===== config.mk =====
export PLATFORM = sky130hd
export DESIGN_NAME = bde_ctrl
export DESIGN_NICKNAME = d
export VERILOG_FILES = /design/src/rtl/bde_pkg.sv /design/src/rtl/bde_ctrl.sv
export SDC_FILE = /design/constraint.sdc
export NUM_CORES = 1
export LEC_CHECK = 0
export BUFFER_PORTS_ARGS = -buffer_cell sky130_fd_sc_hd__buf_4
export CAP_MARGIN = 20
export CORE_UTILIZATION = 45
export DETAILED_ROUTE_END_ITERATION = 10
export GPL_TIMING_DRIVEN = 1
export SYNTH_ARGS = -nofsm -noshare
export SYNTH_HDL_FRONTEND = slang
export SYNTH_SLANG_ARGS = --single-unit

===== constraint.sdc =====
create_clock -name i_clk -period 10.7 [get_ports i_clk]
set_input_delay 2.14 -clock i_clk [delete_from_list [all_inputs] [get_ports i_clk]]
set_output_delay 2.14 -clock i_clk [all_outputs]
set_load 0.02 [all_outputs]

===== src/rtl/bde_pkg.sv =====
// Shared types, constants and register codes for the binary dilate/erode block.
`timescale 1ns / 1ps

package bde_pkg;

    localparam int MAX_WIDTH_DEF = 1024;
    localparam int SE_SIZE_DEF   = 3;
    localparam int MAX_HEIGHT    = 4096;

    localparam int IMG_W_BITS     = 11;
    localparam int IMG_H_BITS     = 13;
    localparam int MASK_BITS      = 9;
    localparam int ANCHOR_BITS    = 2;
    localparam int ROW_BITS       = 12;   // row of a result pixel, below MAX_HEIGHT
    localparam int CFG_DATA_BITS  = 13;
    localparam int CFG_INDEX_BITS = 3;
    localparam int PIXEL_BITS     = 8;

    localparam logic [PIXEL_BITS-1:0] PIXEL_FG = 8'hFF;
    localparam logic [PIXEL_BITS-1:0] PIXEL_BG = 8'h00;

    localparam logic [IMG_W_BITS-1:0]  RST_IMAGE_WIDTH  = 11'd640;
    localparam logic [IMG_H_BITS-1:0]  RST_IMAGE_HEIGHT = 13'd480;
    localparam logic                   RST_OP_MODE      = 1'b0;
    localparam logic [MASK_BITS-1:0]   RST_ELEM_MASK    = 9'h1FF;
    localparam logic [ANCHOR_BITS-1:0] RST_ANCHOR_COL   = 2'd1;
    localparam logic [ANCHOR_BITS-1:0] RST_ANCHOR_ROW   = 2'd1;

    typedef enum logic [CFG_INDEX_BITS-1:0] {
        CFG_IMAGE_WIDTH  = 3'd0,
        CFG_IMAGE_HEIGHT = 3'd1,
        CFG_OP_MODE      = 3'd2,
        CFG_ELEM_MASK    = 3'd3,
        CFG_ANCHOR_COL   = 3'd4,
        CFG_ANCHOR_ROW   = 3'd5
    } t_cfg_index;

    typedef enum logic {
        OP_DILATE = 1'b0,
        OP_ERODE  = 1'b1
    } t_op_mode;

    // Per-request control handed from the sequencer into the pipe
    typedef struct packed {
        logic     fg;     // pixel bit written into the history
        logic     emit;   // request produces a result
        logic     last;   // result closes the frame
        t_op_mode mode;
        logic     kill;   // erosion touches a point outside the frame
    } t_item_ctl;

endpackage


===== src/rtl/bde_ctrl.sv =====
// Frame sequencer: config registers, frame latch, counters and window point select.
`timescale 1ns / 1ps

module bde_ctrl #(
    parameter int MAX_WIDTH = bde_pkg::MAX_WIDTH_DEF,
    parameter int SE_SIZE   = bde_pkg::SE_SIZE_DEF,
    parameter int K         = 2 * SE_SIZE - 1,
    parameter int AW        = $clog2(MAX_WIDTH)
) (
    input  logic                               i_clk,
    input  logic                               i_rst_n,
    input  logic                               i_cfg_wr_en,
    input  logic [bde_pkg::CFG_INDEX_BITS-1:0] i_cfg_index,
    input  logic [bde_pkg::CFG_DATA_BITS-1:0]  i_cfg_wdata,
    input  logic                               i_adv,
    input  logic [bde_pkg::PIXEL_BITS-1:0]     i_pixel,
    input  logic                               i_flush,
    output bde_pkg::t_item_ctl                 o_ctl,
    output logic [AW-1:0]                      o_cin,
    output logic [K*K-1:0]                     o_sel
);

    localparam int WW    = $clog2(MAX_WIDTH + 1);
    localparam int CW    = (WW > bde_pkg::IMG_W_BITS) ? WW : bde_pkg::IMG_W_BITS;
    localparam int HB    = bde_pkg::IMG_H_BITS;
    localparam int YW    = bde_pkg::ROW_BITS;
    localparam int RW    = $clog2(bde_pkg::MAX_HEIGHT + 2 * SE_SIZE);
    localparam int LATW  = $clog2((SE_SIZE - 1) * (MAX_WIDTH + 1) + 2);
    localparam int XS    = WW + 2;
    localparam int YS    = HB + 2;
    localparam int AB    = bde_pkg::ANCHOR_BITS;

    // configuration registers
    logic [bde_pkg::IMG_W_BITS-1:0] r_cfg_w;
    logic [HB-1:0]                  r_cfg_h;
    logic                           r_cfg_mode;
    logic [bde_pkg::MASK_BITS-1:0]  r_cfg_mask;
    logic [AB-1:0]                  r_cfg_cx;
    logic [AB-1:0]                  r_cfg_cy;

    // frame copy
    logic [WW-1:0]                  r_act_w;
    logic [HB-1:0]                  r_act_h;
    logic                           r_act_mode;
    logic [bde_pkg::MASK_BITS-1:0]  r_act_mask;
    logic [AB-1:0]                  r_act_cx;
    logic [AB-1:0]                  r_act_cy;
    logic [LATW-1:0]                r_act_lat;

    logic            r_first;
    logic [AW-1:0]   r_cin;
    logic [RW-1:0]   r_rin;
    logic [LATW-1:0] r_pre;
    logic [AW-1:0]   r_x;
    logic [YW-1:0]   r_y;

    logic [WW-1:0]                 w_sat, w_cur;
    logic [HB-1:0]                 h_sat, h_cur;
    logic [AB-1:0]                 cx_sat, cy_sat, cx_cur, cy_cur;
    logic [LATW-1:0]               lat_calc, lat_cur;
    logic                          mode_cur;
    logic [bde_pkg::MASK_BITS-1:0] mask_cur;

    logic [AW-1:0]   cur_cin, n_cin;
    logic [RW-1:0]   cur_rin, n_rin;
    logic [LATW-1:0] cur_pre, n_pre;
    logic [AW-1:0]   cur_x, n_x;
    logic [YW-1:0]   cur_y, n_y;
    logic [WW-1:0]   cin_p1, x_p1;
    logic            cin_wrap, x_wrap;
    logic            emit, last, fg;
    logic [K-1:0]    col_ok, row_ok;
    logic [K*K-1:0]  pt, sel;

    always_ff @(posedge i_clk) begin
        if (!i_rst_n) begin
            r_cfg_w    <= bde_pkg::RST_IMAGE_WIDTH;
            r_cfg_h    <= bde_pkg::RST_IMAGE_HEIGHT;
            r_cfg_mode <= bde_pkg::RST_OP_MODE;
            r_cfg_mask <= bde_pkg::RST_ELEM_MASK;
            r_cfg_cx   <= bde_pkg::RST_ANCHOR_COL;
            r_cfg_cy   <= bde_pkg::RST_ANCHOR_ROW;
        end else if (i_cfg_wr_en) begin
            unique case (bde_pkg::t_cfg_index'(i_cfg_index))
                bde_pkg::CFG_IMAGE_WIDTH:  r_cfg_w    <= i_cfg_wdata[bde_pkg::IMG_W_BITS-1:0];
                bde_pkg::CFG_IMAGE_HEIGHT: r_cfg_h    <= i_cfg_wdata[HB-1:0];
                bde_pkg::CFG_OP_MODE:      r_cfg_mode <= i_cfg_wdata[0];
                bde_pkg::CFG_ELEM_MASK:    r_cfg_mask <= i_cfg_wdata[bde_pkg::MASK_BITS-1:0];
                bde_pkg::CFG_ANCHOR_COL:   r_cfg_cx   <= i_cfg_wdata[AB-1:0];
                bde_pkg::CFG_ANCHOR_ROW:   r_cfg_cy   <= i_cfg_wdata[AB-1:0];
                default: ;
            endcase
        end
    end

    // saturated register values, taken at the first request of a frame
    always_comb begin
        if (r_cfg_w == '0) begin
            w_sat = WW'(1);
        end else if (CW'(r_cfg_w) > CW'(MAX_WIDTH)) begin
            w_sat = WW'(MAX_WIDTH);
        end else begin
            w_sat = WW'(r_cfg_w);
        end
        if (r_cfg_h == '0) begin
            h_sat = HB'(1);
        end else if (r_cfg_h > HB'(bde_pkg::MAX_HEIGHT)) begin
            h_sat = HB'(bde_pkg::MAX_HEIGHT);
        end else begin
            h_sat = r_cfg_h;
        end
        cx_sat   = (int'(r_cfg_cx) > SE_SIZE - 1) ? AB'(SE_SIZE - 1) : r_cfg_cx;
        cy_sat   = (int'(r_cfg_cy) > SE_SIZE - 1) ? AB'(SE_SIZE - 1) : r_cfg_cy;
        lat_calc = LATW'((SE_SIZE - 1) * (int'(w_sat) + 1));
    end

    always_comb begin
        w_cur    = r_first ? w_sat      : r_act_w;
        h_cur    = r_first ? h_sat      : r_act_h;
        mode_cur = r_first ? r_cfg_mode : r_act_mode;
        mask_cur = r_first ? r_cfg_mask : r_act_mask;
        cx_cur   = r_first ? cx_sat     : r_act_cx;
        cy_cur   = r_first ? cy_sat     : r_act_cy;
        lat_cur  = r_first ? lat_calc   : r_act_lat;
        cur_cin  = r_first ? '0 : r_cin;
        cur_rin  = r_first ? '0 : r_rin;
        cur_pre  = r_first ? '0 : r_pre;
        cur_x    = r_first ? '0 : r_x;
        cur_y    = r_first ? '0 : r_y;
    end

    // input position (newest pixel) and output position (result pixel)
    always_comb begin
        fg   = (cur_rin < RW'(h_cur)) && (i_pixel == bde_pkg::PIXEL_FG) && !i_flush;
        emit = (cur_pre == lat_cur);
        last = emit && (WW'(cur_x) == w_cur - WW'(1)) && (HB'(cur_y) == h_cur - HB'(1));

        cin_p1   = WW'(cur_cin) + WW'(1);
        cin_wrap = (cin_p1 == w_cur);
        n_cin    = cin_wrap ? '0 : AW'(cin_p1);
        n_rin    = cin_wrap ? cur_rin + RW'(1) : cur_rin;
        n_pre    = emit ? cur_pre : cur_pre + LATW'(1);

        x_p1   = WW'(cur_x) + WW'(1);
        x_wrap = (x_p1 == w_cur);
        n_x    = cur_x;
        n_y    = cur_y;
        if (emit) begin
            n_x = x_wrap ? '0 : AW'(x_p1);
            n_y = x_wrap ? cur_y + YW'(1) : cur_y;
        end
    end

    // which window taps the element touches, and which lie inside the frame
    always_comb begin
        logic signed [XS-1:0] px;
        logic signed [YS-1:0] py;
        int ii, jj, dx, dy, bp;
        for (int c = 0; c < K; c++) begin
            px = XS'(cur_x) + XS'(c) - XS'(SE_SIZE - 1);
            col_ok[c] = (px >= 0) && (px < $signed(XS'(w_cur)));
        end
        for (int r = 0; r < K; r++) begin
            py = YS'(cur_y) + YS'(r) - YS'(SE_SIZE - 1);
            row_ok[r] = (py >= 0) && (py < $signed(YS'(h_cur)));
        end
        for (int r = 0; r < K; r++) begin
            for (int c = 0; c < K; c++) begin
                dx = c - (SE_SIZE - 1);
                dy = r - (SE_SIZE - 1);
                if (mode_cur == bde_pkg::OP_ERODE) begin
                    ii = int'(cx_cur) + dx;
                    jj = int'(cy_cur) + dy;
                end else begin
                    ii = int'(cx_cur) - dx;
                    jj = int'(cy_cur) - dy;
                end
                bp = jj * SE_SIZE + ii;
                pt[r*K+c] = 1'b0;
                if (ii >= 0 && ii < SE_SIZE && jj >= 0 && jj < SE_SIZE
                        && bp < bde_pkg::MASK_BITS) begin
                    pt[r*K+c] = mask_cur[bp[3:0]];
                end
                sel[r*K+c] = pt[r*K+c] && col_ok[c] && row_ok[r];
            end
        end
    end

    always_ff @(posedge i_clk) begin
        if (!i_rst_n) begin
            r_first <= 1'b1;
            r_cin   <= '0;
            r_rin   <= '0;
            r_pre   <= '0;
            r_x     <= '0;
            r_y     <= '0;
        end else if (i_adv) begin
            r_first <= last;
            r_cin   <= n_cin;
            r_rin   <= n_rin;
            r_pre   <= n_pre;
            r_x     <= n_x;
            r_y     <= n_y;
        end
    end

    always_ff @(posedge i_clk) begin
        if (!i_rst_n) begin
            r_act_w    <= '0;
            r_act_h    <= '0;
            r_act_mode <= 1'b0;
            r_act_mask <= '0;
            r_act_cx   <= '0;
            r_act_cy   <= '0;
            r_act_lat  <= '0;
        end else if (i_adv && r_first) begin
            r_act_w    <= w_sat;
            r_act_h    <= h_sat;
            r_act_mode <= r_cfg_mode;
            r_act_mask <= r_cfg_mask;
            r_act_cx   <= cx_sat;
            r_act_cy   <= cy_sat;
            r_act_lat  <= lat_calc;
        end
    end

    always_comb begin
        o_ctl.fg   = fg;
        o_ctl.emit = emit;
        o_ctl.last = last;
        o_ctl.mode = bde_pkg::t_op_mode'(mode_cur);
        o_ctl.kill = (mode_cur == bde_pkg::OP_ERODE) && |(pt & ~sel);
    end

    assign o_cin = cur_cin;
    assign o_sel = sel;

endmodule


==> flow_results.xml <==
<?xml version="1.0" encoding="UTF-8"?>
<metrics>
  <group name="min_path">
    <metric name="holdPathStages" unit="">2</metric>
    <metric name="hp-start" unit="">r_act_w[4]$_SDFFE_PN0P_</metric>
    <metric name="hold_path_end" unit="">r_act_w[4]$_SDFFE_PN0P_</metric>
    <metric name="hold_class" unit="">register to register</metric>
  </group>
  <group name="synth">
    <metric name="avg_inst_size_synth" unit="µm²">7.70</metric>
    <metric name="async_reset_ff_frac" unit="">0</metric>
    <metric name="synth_simple_gate_area_frac" unit="">0.261</metric>
    <metric name="post_synth_fa_ha_maj_area_fraction" unit="">0.242</metric>
    <metric name="post_synth_mux_area_share" unit="">0.0561</metric>
    <metric name="synth_seq_area_share" unit="">0.0986</metric>
    <metric name="mappedNetlistArea" unit="µm²">29400</metric>
    <metric name="yosys_register_bits" unit="">145</metric>
    <metric name="synthesis.yosys.warnings" unit="">0</metric>
    <metric name="synth_compound_gate_area_share" unit="">0.233</metric>
    <metric name="synth.area.top_cells" unit="">sky130_fd_sc_hd__ha_1 (21%), sky130_fd_sc_hd__dfxtp_1 (9.9%), sky130_fd_sc_hd__nand2_1 (5.3%)</metric>
    <metric name="main_combinational_cell_family_by_area_after_synthesis" unit="">simple AND/OR/NAND/NOR gates</metric>
    <metric name="share_of_yosys_cell_area_claimed_by_the_top_area_cell_type" unit="">0.212</metric>
    <metric name="synthCells" unit="">3826</metric>
    <metric name="synth_cell_types" unit="">108</metric>
    <metric name="number_of_synthesized_flops_with_an_enable_pin" unit="">0</metric>
    <metric name="post_synth_xor_area_fraction" unit="">0.0660</metric>
    <metric name="synth.largest_area_cell" unit="">sky130_fd_sc_hd__ha_1</metric>
    <metric name="ys_dominant_reg_cell" unit="">sky130_fd_sc_hd__dfxtp_1</metric>
    <metric name="syn_nets" unit="">4398</metric>
  </group>
  <group name="sta">
    <metric name="max_clock_freq" unit="GHz">0.0985</metric>
    <metric name="timing.final.crit_share" unit="">0.949</metric>
    <metric name="setup-tns-final" unit="ns">0</metric>
    <metric name="setup_viol" unit="">0</metric>
    <metric name="drv_slew" unit="">0</metric>
    <metric name="maxSlewHeadroom" unit="">0.252</metric>
    <metric name="final.setup_skew" unit="ns">0.0125</metric>
    <metric name="timing_worst_slew_pin_value" unit="ns">1.12</metric>
    <metric name="shortest_clock_period_the_worst_path_allows_after_layout" unit="ns">10.16</metric>
    <metric name="report.final.hold_viol_count" unit="">0</metric>
    <metric name="setup_repair_after_global_routing_missed_its_margin" unit="">no</metric>
  </group>
  <group name="placement">
    <metric name="weighted_congestion_reported_at_the_end_of_routability_driven_placement" unit="">0.951</metric>
    <metric name="place_hpwl" unit="µm">69900</metric>
    <metric name="port_buffers" unit="">68</metric>
    <metric name="post-place-cells" unit="">4627</metric>
  </group>
  <group name="global_route">
    <metric name="grt_usage" unit="">0.265</metric>
    <metric name="number_of_global_route_vias_before_repair" unit="">26900</metric>
    <metric name="grt_first_pass_wirelength" unit="µm">145000</metric>
    <metric name="grt_start_max_net_pins" unit="">118</metric>
    <metric name="grt.overflow.total" unit="">0</metric>
    <metric name="number_of_antenna_violations_at_the_first_check_in_global_routing" unit="">0</metric>
  </group>
  <group name="worst_setup_path">
    <metric name="class_of_the_most_critical_setup_path" unit="">register to output port</metric>
    <metric name="critical-path-max-stage-delay" unit="ns">0.65</metric>
    <metric name="r2r_start" unit="">r_first$_SDFFE_PN1P_</metric>
    <metric name="critical_path_start_type" unit="">register</metric>
    <metric name="critPathTopFamily" unit="">simple AND/OR/NAND/NOR gates</metric>
    <metric name="worstPathArrival" unit="ns">8.02</metric>
    <metric name="worst_setup_ep_type" unit="">output port</metric>
    <metric name="worst_ep_required_time" unit="ns">8.56</metric>
    <metric name="critical_path_peak_fanout" unit="">26</metric>
    <metric name="critical_path.reg2reg.endpoint" unit="">r_y[2]$_SDFFE_PN0P_</metric>
    <metric name="timing.critical_path.buf_inv" unit="">4</metric>
    <metric name="path_common_cell" unit="">sky130_fd_sc_hd__ha_1</metric>
    <metric name="ff2ff_path_depth" unit="">16</metric>
    <metric name="slowest_stage" unit="">sky130_fd_sc_hd__nor4b_1</metric>
    <metric name="regToRegSetupSlack" unit="ns">5.18</metric>
  </group>
  <group name="die">
    <metric name="die_x" unit="µm">258</metric>
    <metric name="floorplan.initialDensity" unit="">0.456</metric>
    <metric name="fp.dieH" unit="µm">258</metric>
    <metric name="io_pins" unit="">69</metric>
    <metric name="die_area" unit="µm²">66500</metric>
    <metric name="rows" unit="">93</metric>
    <metric name="design.core.area" unit="µm²">64600</metric>
  </group>
  <group name="layout">
    <metric name="area_delta_synth_final" unit="%">6.06</metric>
    <metric name="final-instance-count-excl-fill" unit="">4658</metric>
    <metric name="layout.cells.most_common" unit="">sky130_fd_sc_hd__ha_1</metric>
    <metric name="final_cell_mix" unit="">sky130_fd_sc_hd__ha_1 (495), sky130_fd_sc_hd__nand2_1 (413), sky130_fd_sc_hd__nor2_1 (222), sky130_fd_sc_hd__a21oi_1 (209), sky130_fd_sc_hd__o21ai_0 (182)</metric>
    <metric name="layout.nets" unit="">4363</metric>
    <metric name="drive_gt1_frac" unit="">0.0713</metric>
    <metric name="antenna-diode-count" unit="">0</metric>
  </group>
  <group name="clock_network">
    <metric name="longest_clk_path_bufs" unit="">2</metric>
    <metric name="clock_insertion_delay_worst_skew" unit="ns">0.43</metric>
    <metric name="cts.htree.levels" unit="">4</metric>
    <metric name="clock_tree_from_tritoncts" unit="">yes</metric>
    <metric name="cts.reportedPaths.clkPinSlew" unit="ns">0.06</metric>
    <metric name="cts_num_sinks" unit="">145</metric>
    <metric name="ctsHoldBuffers" unit="">0</metric>
    <metric name="cts_inserted_buffers" unit="">17</metric>
    <metric name="ctsRootBufferMaster" unit="">sky130_fd_sc_hd__clkbuf_16</metric>
  </group>
  <group name="drt">
    <metric name="first_iter_violations" unit="">2360</metric>
    <metric name="first_pass_iters" unit="">7</metric>
    <metric name="num_vias" unit="">28700</metric>
    <metric name="detail_route.wirelength" unit="µm">90600</metric>
    <metric name="antenna_left" unit="">0</metric>
    <metric name="routed_via_density" unit="">6.15</metric>
    <metric name="drt-wirelength-per-cell" unit="µm">19.4</metric>
    <metric name="remaining_drc_errors" unit="">0</metric>
  </group>
  <group name="power">
    <metric name="vdd_drop_max" unit="mV">0.120</metric>
    <metric name="leakagePower" unit="µW">0.0136</metric>
    <metric name="power_density" unit="nW/µm²">95.4</metric>
  </group>
  <group name="outcome">
    <metric name="run_status" unit="">finished clean</metric>
  </group>
  <group name="job">
    <metric name="max_cap_viol_count" unit="">0</metric>
  </group>
</metrics>
## power breakdown
part           internal, µW  total [µW]  leakage, µW  switching, µW
logic                   736        1820       0.0121           1080
clock network           354         590     0.000273            236
registers               553         572      0.00118           19.3
total                  1640        2980       0.0136           1340
## logic make-up after synthesis
family                   Yosys count
AO/OA/AOI/OAI                   1004
AND/OR/NAND/NOR                 1488
XOR/XNOR                         217
buffers and inverters            310
flip-flops                       145
adder cells (fa/ha/maj)          543
multiplexers                     119
## tightest hold or removal path, stage by stage (launching register included)
cell and delay, ns:
sky130_fd_sc_hd__dfxtp_1 0.30, sky130_fd_sc_hd__nand2_1 0.05, sky130_fd_sc_hd__a21boi_0 0.06
## worst max path at each step
stage | start | to | slack (ns) | cells past startpoint
floorplan | r_first$_SDFFE_PN1P_ | o_ctl[0] | 1.04 | 37
global placement | r_first$_SDFFE_PN1P_ | o_ctl[0] | 0.90 | 29
detailed placement | r_first$_SDFFE_PN1P_ | o_ctl[0] | 0.71 | 28
CTS | r_first$_SDFFE_PN1P_ | o_ctl[0] | 0.22 | 28
global route | r_first$_SDFFE_PN1P_ | o_ctl[0] | 0.05 | 30
finish | r_first$_SDFFE_PN1P_ | o_ctl[0] | 0.54 | 27
## Yosys cell counts, types with 28 or more instances
cell,number
sky130_fd_sc_hd__xnor2_1,130
sky130_fd_sc_hd__mux2i_1,71
sky130_fd_sc_hd__dfxtp_1,145
sky130_fd_sc_hd__nor2b_1,104
sky130_fd_sc_hd__and2_1,60
sky130_fd_sc_hd__a21oi_1,209
sky130_fd_sc_hd__nand2_1,414
sky130_fd_sc_hd__o21ai_0,182
sky130_fd_sc_hd__a31oi_1,33
sky130_fd_sc_hd__inv_1,130
sky130_fd_sc_hd__ha_1,498
sky130_fd_sc_hd__nor3b_1,34
sky130_fd_sc_hd__nand3_1,142
sky130_fd_sc_hd__nand4_1,74
sky130_fd_sc_hd__a211oi_1,40
sky130_fd_sc_hd__fa_1,45
sky130_fd_sc_hd__and3_1,32
sky130_fd_sc_hd__xor2_1,84
sky130_fd_sc_hd__mux4_2,33
sky130_fd_sc_hd__a21boi_0,78
sky130_fd_sc_hd__nor3_1,103
sky130_fd_sc_hd__or3_1,28
sky130_fd_sc_hd__a21o_1,88
sky130_fd_sc_hd__o211ai_1,33
sky130_fd_sc_hd__or2_2,37
sky130_fd_sc_hd__nand2b_1,63
sky130_fd_sc_hd__nor4_1,74
sky130_fd_sc_hd__nor2_1,222
sky130_fd_sc_hd__o21a_1,45
sky130_fd_sc_hd__clkbuf_1,116
## cell type report
| type | instances | area [µm²] |
|---|---|---|
| inverter | 138 | 518 |
| timing repair buffer | 118 | 886 |
| fill | 6575 | 33400 |
| sequential | 145 | 2910 |
| multi-input combinational | 3371 | 25300 |
| tap | 855 | 1070 |
| clock inverter | 9 | 108 |
| clock buffer | 22 | 464 |
## metal layers
layer / GRT usage / wire length (µm)
met1: 0.350 / 41000
met2: 0.441 / 41300
met3: 0.0288 / 5150
met4: 0.100 / 3090
met5: 0 / 0
## per-stage QoR
| stage | hold WS [ns] | cell area (µm²) | worst slack, ns | utilization | power, µW |
|---|---|---|---|---|---|
| global route | 0.493 | 31200 | 0.0489 | 0.484 | 3210 |
| finish | 0.464 | 31200 | 0.544 | 0.484 | 2980 |
| global placement | 0.452 | 30600 | 0.901 | 0.474 | 2370 |
| detailed placement | 0.459 | 30600 | 0.714 | 0.474 | 2370 |
| floorplan | 0.436 | 29400 | 1.04 | - | 1950 |
| CTS | 0.466 | 31200 | 0.220 | 0.483 | 2970 |
## registers in the layout (all words and copies together) (netlist names), 10 cells and up
| register | cells |
|---|---|
| r_act_h | 13 |
| r_act_lat | 11 |
| r_act_w | 11 |
| r_cfg_h | 13 |
| r_cfg_w | 11 |
| r_cin | 10 |
| r_pre | 12 |
| r_rin | 13 |
| r_x | 10 |
| r_y | 12 |
## timing repair
action,CTS,global route
endpoints found under the setup margin,0,1
resized for setup,0,3
setup buffers,0,0
Note: power is estimated with default switching activity, not from simulation.
